--- src/rtl/ecsw_pkg.sv ---
package ecsw_pkg;

  localparam int MaxObs   = 64;
  localparam int NumTimes = 64;
  localparam int ObsW     = $clog2(MaxObs);
  localparam int TimeW    = $clog2(NumTimes);
  localparam int CntW     = ObsW + 1;
  localparam int CfgIdxW  = 2;
  localparam int CfgDataW = 32;
  localparam int WeightW  = 17;
  localparam int LimitW   = 31;
  localparam int RootW    = 24;

  localparam logic [CfgIdxW-1:0] CfgWeight = 2'd0;
  localparam logic [CfgIdxW-1:0] CfgLimit  = 2'd1;

  localparam logic [WeightW-1:0] OneQ        = 17'd65536;
  localparam logic [WeightW-1:0] WeightReset = 17'd13107;
  localparam logic [LimitW-1:0]  LimitReset  = 31'd196608;

  localparam logic OpLoad = 1'b0;
  localparam logic OpObs  = 1'b1;

  typedef enum logic [1:0] {
    SrcA = 2'd0,
    SrcB = 2'd1,
    SrcW = 2'd2
  } mac_src_e;

  typedef enum logic [1:0] {
    DivRow  = 2'd0,
    DivDiag = 2'd1,
    DivW    = 2'd2
  } div_sel_e;

  typedef struct packed {
    logic              op;
    logic              first_of_subject;
    logic [TimeW-1:0]  time_index;
    logic [TimeW-1:0]  column_index;
    logic signed [31:0] sample_value;
  } in_item_t;

  typedef struct packed {
    logic signed [31:0] whitened_value;
    logic signed [31:0] ewma_value;
    logic               alarm;
    logic [ObsW-1:0]    obs_position;
  } out_item_t;

  typedef struct packed {
    logic            start;
    logic            cov_wr;
    logic            s_wr;
    logic            rad_rd;
    logic            mac_issue;
    mac_src_e        src;
    logic            acc_clr;
    logic            l_sat;
    logic            l_sq;
    logic            l_acc;
    logic            sq_start;
    logic            div_start;
    div_sel_e        div_sel;
    logic            u_wr;
    logic            w_wr;
    logic            ew_mul;
    logic            ew_sum;
    logic            out_load;
    logic [ObsW-1:0] i;
    logic [ObsW-1:0] k;
  } cmd_t;

  typedef struct packed {
    logic            stopped;
    logic            full;
    logic [ObsW-1:0] p;
    logic            mac_busy;
    logic            sq_busy;
    logic            div_busy;
    logic            out_free;
  } status_t;

  function automatic logic signed [31:0] sat32(input logic signed [63:0] v);
    logic signed [31:0] r;
    if (v > 64'sd2147483647) begin
      r = 32'sh7FFFFFFF;
    end else if (v < -64'sd2147483648) begin
      r = 32'sh80000000;
    end else begin
      r = v[31:0];
    end
    return r;
  endfunction

  function automatic logic signed [63:0] rnd16(input logic signed [63:0] v);
    return (v + 64'sd32768) >>> 16;
  endfunction

endpackage

--- src/rtl/ecsw_ctrl.sv ---
module ecsw_ctrl (
  input  logic              clk_i,
  input  logic              rst_ni,
  input  logic              in_valid_i,
  input  logic              in_op_i,
  input  logic              in_first_i,
  output logic              in_stall_o,
  input  ecsw_pkg::status_t status_i,
  output ecsw_pkg::cmd_t    cmd_o
);
  import ecsw_pkg::*;

  typedef enum logic [27:0] {
    StIdle = 28'd1 << 0,
    StSRt  = 28'd1 << 1,
    StSRc  = 28'd1 << 2,
    StSWr  = 28'd1 << 3,
    StAClr = 28'd1 << 4,
    StAMac = 28'd1 << 5,
    StADrn = 28'd1 << 6,
    StAL   = 28'd1 << 7,
    StASq  = 28'd1 << 8,
    StAAcc = 28'd1 << 9,
    StRRd  = 28'd1 << 10,
    StRSq  = 28'd1 << 11,
    StRWt  = 28'd1 << 12,
    StBClr = 28'd1 << 13,
    StBMac = 28'd1 << 14,
    StBDrn = 28'd1 << 15,
    StBDiv = 28'd1 << 16,
    StBWt  = 28'd1 << 17,
    StDDiv = 28'd1 << 18,
    StDWt  = 28'd1 << 19,
    StWClr = 28'd1 << 20,
    StWMac = 28'd1 << 21,
    StWDrn = 28'd1 << 22,
    StWDiv = 28'd1 << 23,
    StWWt  = 28'd1 << 24,
    StEMul = 28'd1 << 25,
    StESum = 28'd1 << 26,
    StOut  = 28'd1 << 27
  } state_e;

  state_e          state_q, state_d;
  logic [ObsW-1:0] i_q, i_d, k_q, k_d;
  logic [ObsW-1:0] p_last;

  assign p_last     = status_i.p - ObsW'(1);
  assign in_stall_o = (state_q != StIdle);

  always_comb begin
    state_d = state_q;
    i_d     = i_q;
    k_d     = k_q;
    cmd_o   = '0;
    cmd_o.src     = SrcA;
    cmd_o.div_sel = DivRow;
    cmd_o.i = i_q;
    cmd_o.k = k_q;
    case (state_q)
      StIdle: begin
        if (in_valid_i) begin
          if (in_op_i == OpLoad) begin
            cmd_o.cov_wr = 1'b1;
          end else if (in_first_i || !(status_i.stopped || status_i.full)) begin
            cmd_o.start = 1'b1;
            k_d     = '0;
            state_d = StSRt;
          end
        end
      end
      StSRt: begin
        if (k_q == status_i.p) begin
          i_d     = '0;
          state_d = StAClr;
        end else begin
          state_d = StSRc;
        end
      end
      StSRc: state_d = StSWr;
      StSWr: begin
        cmd_o.s_wr = 1'b1;
        k_d     = k_q + ObsW'(1);
        state_d = StSRt;
      end
      StAClr: begin
        if (i_q == status_i.p) begin
          state_d = StRRd;
        end else begin
          cmd_o.acc_clr = 1'b1;
          k_d     = '0;
          state_d = StAMac;
        end
      end
      StAMac: begin
        cmd_o.mac_issue = 1'b1;
        cmd_o.src       = SrcA;
        if (k_q == i_q) begin
          state_d = StADrn;
        end else begin
          k_d = k_q + ObsW'(1);
        end
      end
      StADrn: if (!status_i.mac_busy) state_d = StAL;
      StAL: begin
        cmd_o.l_sat = 1'b1;
        state_d = StASq;
      end
      StASq: begin
        cmd_o.l_sq = 1'b1;
        state_d = StAAcc;
      end
      StAAcc: begin
        cmd_o.l_acc = 1'b1;
        i_d     = i_q + ObsW'(1);
        state_d = StAClr;
      end
      StRRd: begin
        cmd_o.rad_rd = 1'b1;
        state_d = StRSq;
      end
      StRSq: begin
        cmd_o.sq_start = 1'b1;
        state_d = StRWt;
      end
      StRWt: begin
        if (!status_i.sq_busy) begin
          k_d     = '0;
          state_d = StBClr;
        end
      end
      StBClr: begin
        if (k_q == status_i.p) begin
          state_d = StDDiv;
        end else begin
          cmd_o.acc_clr = 1'b1;
          i_d     = k_q;
          state_d = StBMac;
        end
      end
      StBMac: begin
        cmd_o.mac_issue = 1'b1;
        cmd_o.src       = SrcB;
        if (i_q == p_last) begin
          state_d = StBDrn;
        end else begin
          i_d = i_q + ObsW'(1);
        end
      end
      StBDrn: if (!status_i.mac_busy) state_d = StBDiv;
      StBDiv: begin
        cmd_o.div_start = 1'b1;
        cmd_o.div_sel   = DivRow;
        state_d = StBWt;
      end
      StBWt: begin
        if (!status_i.div_busy) begin
          cmd_o.u_wr = 1'b1;
          k_d     = k_q + ObsW'(1);
          state_d = StBClr;
        end
      end
      StDDiv: begin
        cmd_o.div_start = 1'b1;
        cmd_o.div_sel   = DivDiag;
        state_d = StDWt;
      end
      StDWt: begin
        if (!status_i.div_busy) begin
          cmd_o.u_wr = 1'b1;
          i_d     = '0;
          state_d = StWClr;
        end
      end
      StWClr: begin
        cmd_o.acc_clr = 1'b1;
        state_d = (status_i.p == '0) ? StWDiv : StWMac;
      end
      StWMac: begin
        cmd_o.mac_issue = 1'b1;
        cmd_o.src       = SrcW;
        if (i_q == p_last) begin
          state_d = StWDrn;
        end else begin
          i_d = i_q + ObsW'(1);
        end
      end
      StWDrn: if (!status_i.mac_busy) state_d = StWDiv;
      StWDiv: begin
        cmd_o.div_start = 1'b1;
        cmd_o.div_sel   = DivW;
        state_d = StWWt;
      end
      StWWt: begin
        if (!status_i.div_busy) begin
          cmd_o.w_wr = 1'b1;
          state_d = StEMul;
        end
      end
      StEMul: begin
        cmd_o.ew_mul = 1'b1;
        state_d = StESum;
      end
      StESum: begin
        cmd_o.ew_sum = 1'b1;
        state_d = StOut;
      end
      StOut: begin
        if (status_i.out_free) begin
          cmd_o.out_load = 1'b1;
          state_d = StIdle;
        end
      end
      default: state_d = StIdle;
    endcase
  end

  always_ff @(posedge clk_i or negedge rst_ni) begin
    if (!rst_ni) begin
      state_q <= StIdle;
      i_q     <= '0;
      k_q     <= '0;
    end else begin
      state_q <= state_d;
      i_q     <= i_d;
      k_q     <= k_d;
    end
  end

endmodule

--- config.mk ---
export PLATFORM = sky130hd
export DESIGN_NAME = ecsw_ctrl
export DESIGN_NICKNAME = d
export VERILOG_FILES = /design/src/rtl/ecsw_pkg.sv /design/src/rtl/ecsw_ctrl.sv
export SDC_FILE = /design/constraint.sdc
export NUM_CORES = 1
export LEC_CHECK = 0
export BUFFER_PORTS_ARGS = -buffer_cell sky130_fd_sc_hd__buf_2
export CAP_MARGIN = 25
export CELL_PAD_IN_SITES_DETAIL_PLACEMENT = 1
export CELL_PAD_IN_SITES_GLOBAL_PLACEMENT = 1
export CORE_UTILIZATION = 39
export DETAILED_ROUTE_END_ITERATION = 10
export PLACE_DENSITY_LB_ADDON = 0.1
export SYNTH_ARGS = -nofsm -noshare
export SYNTH_HDL_FRONTEND = slang
export SYNTH_SLANG_ARGS = --single-unit
--- constraint.sdc ---
create_clock -name clk_i -period 3.7 [get_ports clk_i]
set_clock_uncertainty 0.15 [all_clocks]
set_input_delay 0 -clock clk_i [delete_from_list [all_inputs] [get_ports clk_i]]
set_output_delay 0 -clock clk_i [all_outputs]
set_load 0.005 [all_outputs]
==> results.yml, run 1 <==
timing:
  post-route-min-period_ps: 3470
  maxClockFrequency_ghz: 0.289
  holdWs_ps: 11.2
  fin_tns_setup_ps: 0
  setup_violations: 0
  rsz0062_at_grt: "no"
  fin_crit_sh_pct: 93.7
  worst_pin_slew_ps: 1030
  hold_viol_final: 0
  finalWorstSetupSlack_ps: 234
  max_slew_margin_pct: 31.3
  drv_slew: 0
critical_path:
  crit_path_start_kind: "register"
  reg2reg_depth: 8
  r2r_end: "i_q[0]$_DFFE_PN0P_"
  cp_max_fo: 8
  required_ps: 3730
  slowest_delay_ps: 600
  reg2reg_slack_ps: 230
  cp_data_arrival_time_ps: 3490
  critical_path_class: "register to register"
  r2r-start: "state_q[21]$_DFFE_PN0P_"
  cp_cell_sequence: "or4_4, nor4_4, nand2_1, or4_4, nand3_4, o21ai_2, or4_4, o2bb2ai_1"
  path_common_cell: "or4_4"
  slowest_stage: "or4_4"
  worst_setup_path_end_kind: "register"
placed_design:
  gp_routability_congestion: 0.867
  dp_hpwl_mm: 8.16
  dp_slack_ps: 105
  port_buffers: 49
  place_area_sq_mm: 0.00347
route:
  drc_errors: 0
  wire_per_inst_um: 20.3
  ant_nets: 0
  firstDrtPassIters: 4
  routed_wl_mm: 10.3
  vias_per_cell: 5.99
  vias: 3055
  drt_iter0_drc: 111
global_routing:
  grt_start_max_net_pins: 41
  grt_util_all_layers_pct: 26.7
  grt_pass1_wl_mm: 16.9
  grt_pass1_vias: 3107
  grt_overflow: 0
  antenna_found_initial: 0
synth:
  yosysWarnings: 0
  synth_edf_count: 0
  synth.cell_area_sq_mm: 0.00305
  yosysSeqAreaShare_pct: 32.9
  synth.distinct_cells: 67
  netlist_instances: 345
  synth-seq-cells: 40
  syn_area_per_cell_sq_um: 8.83
  yosys_most_used_dff: "dfrtp_1"
  ys_async_sr_fraction_pct: 100
  synth_nets: 366
power:
  p_per_area_mw_per_mm2: 379
  power.leakage_nw: 1.75
  max-vdd-ir-drop_mv: 0.252
layout:
  final_layout_size_suffix_gt1_share_pct: 26.5
  fin_util_pct: 49.1
  syn_to_final_growth_pct: 19.6
  final_area_sq_mm: 0.00364
  nets: 431
  nFillCells: 915
  diodes: 0
clock_tree:
  postCtsSetupBuffers: 0
  cts_made_buffers: 5
  clock-root-buffer: "clkbuf_8"
  cts_tree: "built"
  clock-sinks: 40
  path_clk_slew_ps: 90
  clock_path_buffers: 2
  cts_max_level: 2
  insertion_delay_ps: 300
worst_hold_path:
  hold_class: "input pin to register"
  holdPathStages: 4
  min_from: "status_i[2]"
  holdPathEnd: "state_q[12]$_DFFE_PN0P_"
floorplanning:
  core_region_area_sq_mm: 0.00741
  start_util_pct: 41.1
  fp-row-count: 31
  die_h_um: 90.4
  ios: 50
  fp.dieW_um: 90.4
  dieArea_sq_mm: 0.00817
flow_run:
  cap_viol_max_count: 0
outcome:
  status: "complete, no violations"
where the power goes:
| group | total (mW) | switching, mW | internal (mW) |
|---|---|---|---|
| Sequential | 0.488 | 0.0261 | 0.462 |
| Clock | 0.323 | 0.170 | 0.153 |
| Combinational | 0.569 | 0.358 | 0.211 |
| Total | 1.38 | 0.555 | 0.826 |
cells in the final DEF, fill, tap and decap left out, drive strengths merged, types with 3 or more instances in the layout:
| master | synthesis | final |
|---|---|---|
| nor3 | 15 | 15 |
| dlygate4sd3 | 0 | 4 |
| xor2 | 13 | 13 |
| a21o | 3 | 3 |
| o21bai | 5 | 5 |
| o211ai | 5 | 5 |
| nor2 | 30 | 30 |
| nand3 | 14 | 14 |
| or4 | 12 | 12 |
| dfrtp | 39 | 39 |
| buf | 5 | 68 |
| nor3b | 9 | 9 |
| nand3b | 3 | 3 |
| or2 | 5 | 5 |
| nor4b | 4 | 4 |
| clkbuf | 9 | 6 |
| nand2b | 7 | 7 |
| nor4 | 19 | 19 |
| nand2 | 19 | 19 |
| inv | 15 | 16 |
| a22oi | 6 | 6 |
| ha | 4 | 4 |
| or3 | 5 | 5 |
| nand4 | 14 | 14 |
| a21oi | 6 | 6 |
| a21boi | 4 | 4 |
| and3b | 5 | 5 |
| o21ai | 22 | 22 |
| o31ai | 4 | 4 |
| xnor2 | 13 | 13 |
flip-flops by register name, indices dropped and copies added (netlist names):
register  flops
state_q      28
i_q           6
k_q           6
layout make-up:
cell class              count  area, sq um  share of cell area [%]
well taps                  99          124                    3.40
repair buffers             72          440                    12.1
multi-input cells         276         1920                    52.8
inverters                  15         56.3                    1.55
clock inverters             2         13.8                   0.378
clock buffers               6         82.6                    2.27
flip-flops and latches     40         1000                    27.5
per-stage QoR:
| step | cells | total power, mW |
|---|---|---|
| 6_report | 510 | 1.38 |
| 3_3_place_gp | 497 | 1.04 |
| 4_1_cts | 508 | 1.38 |
| 2_1_floorplan | 345 | 0.846 |
| 3_5_place_dp | 497 | 1.05 |
| 5_1_grt | 510 | 1.47 |
worst max path at each step:
| stage | from | cells after the start | end |
|---|---|---|---|
| 6_report | state_q[21]$_DFFE_PN0P_ | 8 | i_q[0]$_DFFE_PN0P_ |
| 5_1_grt | state_q[17]$_DFFE_PN0P_ | 8 | k_q[5]$_DFFE_PN0P_ |
| 4_1_cts | state_q[17]$_DFFE_PN0P_ | 8 | k_q[4]$_DFFE_PN0P_ |
| 3_5_place_dp | state_q[17]$_DFFE_PN0P_ | 8 | k_q[4]$_DFFE_PN0P_ |
| 3_3_place_gp | state_q[17]$_DFFE_PN0P_ | 8 | k_q[4]$_DFFE_PN0P_ |
| 2_1_floorplan | state_q[10]$_DFFE_PN0P_ | 9 | state_q[15]$_DFFE_PN0P_ |
cells in the mapped netlist (9+ instances only):
cell      number  area (sq um)
nor4_1        17           106
inv_1         15          56.3
o21ai_0       13          65.1
xor2_1        13           114
nand2_1       18          67.6
nor2_1        30           113
xnor2_1       13           114
nor3b_1        9          67.6
dfrtp_1       39           976
clkbuf_1       9          33.8
nor3_1        15          75.1
nand4_1       14          87.6
nand3_1       12          60.1
critical path: cells and delay by family (launching register included):
family / cells / cell delay (ps)
compound gates: 2 / 230
flops: 1 / 430
simple gates: 6 / 2550
timing repair:
action,CTS,global route
hold endpoints to repair,41,1
setup endpoints to repair,0,15
gates resized for setup,0,3
hold buffers,3,1
routing by layer:
metal  up-vias  track usage [%]  share of wire, %  routed length [um]
li1       1435                -                 -                   -
met1      1528             39.3                49                5070
met2        79             41.3                45                4630
met3        13             3.11               4.4                 459
met4         0             6.45               1.7                 177
met5         -                0                 0                   0
logic make-up after synthesis:
family	count (synthesis)	synth area share, %
AO/OA/AOI/OAI	71	17.2
buffers and inverters	29	4.40
AND/OR/NAND/NOR	173	35.6
XOR/XNOR	26	7.48
adder cells (fa/ha/maj)	4	1.64
flip-flops	40	32.9
multiplexers	2	0.739
Power figures use the tool's default switching activity.
==> run 2, diff against run 1 <==
RECOVER_POWER = 25   (was default)
==> run 2 against run 1 <==
Effect of this change:
- the run now ends with capacitance limit, slew limit left
- power decreased by 0.18%
- cell count unchanged
- combinational power about the same
- routed wire length about the same
- clock-buffer cell count unchanged
- largest cell class unchanged
==> results.yml, run 2 (synthesized netlist as in run 1, its figures left out) <==
layout:
  fin_util_pct: 48.9
  final_area_sq_mm: 0.00362
  diodes: 0
  final_layout_size_suffix_gt1_share_pct: 26.0
  largest-register: "state_q"
  largest_registers: "state_q (28), i_q (6), k_q (6)"
  final_cell_mix: "48 x buf_2, 39 x dfrtp_1, 30 x nor2_1"
  layout.cells.most_common: "buf_2"
  nets: 431
  layoutNonFillerInstCount: 510
  syn_to_final_growth_pct: 19.0
  largest_reg_flops: 28
timing:
  fin_crit_sh_pct: 93.7
  maxClockFrequency_ghz: 0.288
  rsz0062_at_grt: "no"
  drv_slew: 39
  worst_pin_slew_ps: 2170
  max_slew_margin_pct: -44.8
  setup_violations: 0
  holdWs_ps: 11.2
  post-route-min-period_ps: 3470
  fin_tns_setup_ps: 0
  hold_viol_final: 0
power:
  max-vdd-ir-drop_mv: 0.251
  switchingPower_mw: 0.554
  pwr-share-clk_pct: 23.4
  internal-power_mw: 0.824
  p_per_area_mw_per_mm2: 380
  swShare_pct: 40.2
  p_seq_share_pct: 35.4
  combinationalPowerShare_pct: 41.1
  power.leakage_nw: 1.74
flow_run:
  cap_viol_max_count: 1
route:
  drc_errors: 0
  vias: 3049
  ant_nets: 0
  firstDrtPassIters: 4
  routed_wl_mm: 10.3
  drt_iter0_drc: 111
  vias_per_cell: 5.98
  wire_per_inst_um: 20.3
critical_path:
  cp_data_arrival_time_ps: 3500
  required_ps: 3730
  critical_path_class: "register to register"
  cp_max_fo: 8
  worst_setup_path_end_kind: "register"
  reg2reg_depth: 8
  crit_path_start_kind: "register"
global_routing:
  grt_pass1_wl_mm: 16.9
  antenna_found_initial: 0
  grt_start_max_net_pins: 41
  grt_util_all_layers_pct: 26.7
  grt_pass1_vias: 3107
  grt_overflow: 0
floorplanning:
  ios: 50
  die_h_um: 90.4
  core_region_area_sq_mm: 0.00741
  fp.dieW_um: 90.4
  fp-row-count: 31
  dieArea_sq_mm: 0.00817
  start_util_pct: 41.1
outcome:
  failed_checks: "capacitance limit, slew limit"
  status: "finished with violations"
placed_design:
  post-place-cells: 497
  gp_routability_congestion: 0.867
  place_area_sq_mm: 0.00347
  dp_hpwl_mm: 8.16
  port_buffers: 49
worst_hold_path:
  hold_class: "input pin to register"
  holdPathStages: 4
clock_tree:
  clock_path_buffers: 2
  cts_max_level: 2
  path_clk_slew_ps: 90
  insertion_delay_ps: 300
  cts_tree: "built"
  clock-sinks: 40
  postCtsSetupBuffers: 0
  cts_made_buffers: 5
  clock-root-buffer: "clkbuf_8"
-- run 2: power groups by stage --
stage	sequential, mW	clock (mW)	combinational, mW
3_3_place_gp	0.494	0	0.543
3_5_place_dp	0.497	0	0.557
6_report	0.488	0.323	0.567
4_1_cts	0.488	0.329	0.561
5_1_grt	0.493	0.355	0.621
2_1_floorplan	0.494	0	0.352
-- run 2: timing repair --
action                                  4_1_cts  5_1_grt
endpoints found under the setup margin        0       15
hold buffers                                  3        1
hold endpoints to repair                     41        1
resized for setup                             0        3
-- run 2: cell type report --
| type | instances | area (sq um) |
|---|---|---|
| flip-flops and latches | 40 | 1000 |
| multi-input cells | 276 | 1920 |
| repair buffers | 72 | 423 |
| well taps | 99 | 124 |
| inverters | 15 | 56.3 |
| clock inverters | 2 | 13.8 |
| clock buffers | 6 | 82.6 |
| fillers | 919 | 3780 |
-- run 2: metrics by stage --
step                total power, mW  setup WS (ps)
global route                   1.47           70.0
finish                         1.38            231
global placement               1.04            191
detailed placement             1.05            105
CTS                            1.38            118
floorplan                     0.846            496
-- run 2: worst max-delay path: stages, from the launching register on --
cell,delay [ps]
dfrtp_1,430
or4_4,600
nor4_4,530
nand2_1,220
or4_4,600
nand3_4,130
o21ai_2,80
or4_4,470
o2bb2ai_1,150
-- run 2: routing by layer --
layer	global-route usage (%)	vias to the layer above	share of wire, %
met2	41.3	74	45
met1	39.3	1530	49
met4	6.45	0	1.5
met5	0	-	0
met3	3.11	11	4.1
li1	-	1434	-
-- run 2: path summary, 6_finish.rpt --
kind,slack (ps),from,end
setup / recovery,230,state_q[21]$_DFFE_PN0P_,i_q[0]$_DFFE_PN0P_
hold / removal,10,status_i[2],state_q[12]$_DFFE_PN0P_
setup reg to reg,230,state_q[21]$_DFFE_PN0P_,i_q[0]$_DFFE_PN0P_
hold reg to reg,400,state_q[0]$_DFFE_PN1P_,state_q[0]$_DFFE_PN1P_
max in group asynchronous,690,rst_ni,i_q[3]$_DFFE_PN0P_
min in group asynchronous,430,rst_ni,state_q[25]$_DFFE_PN0P_
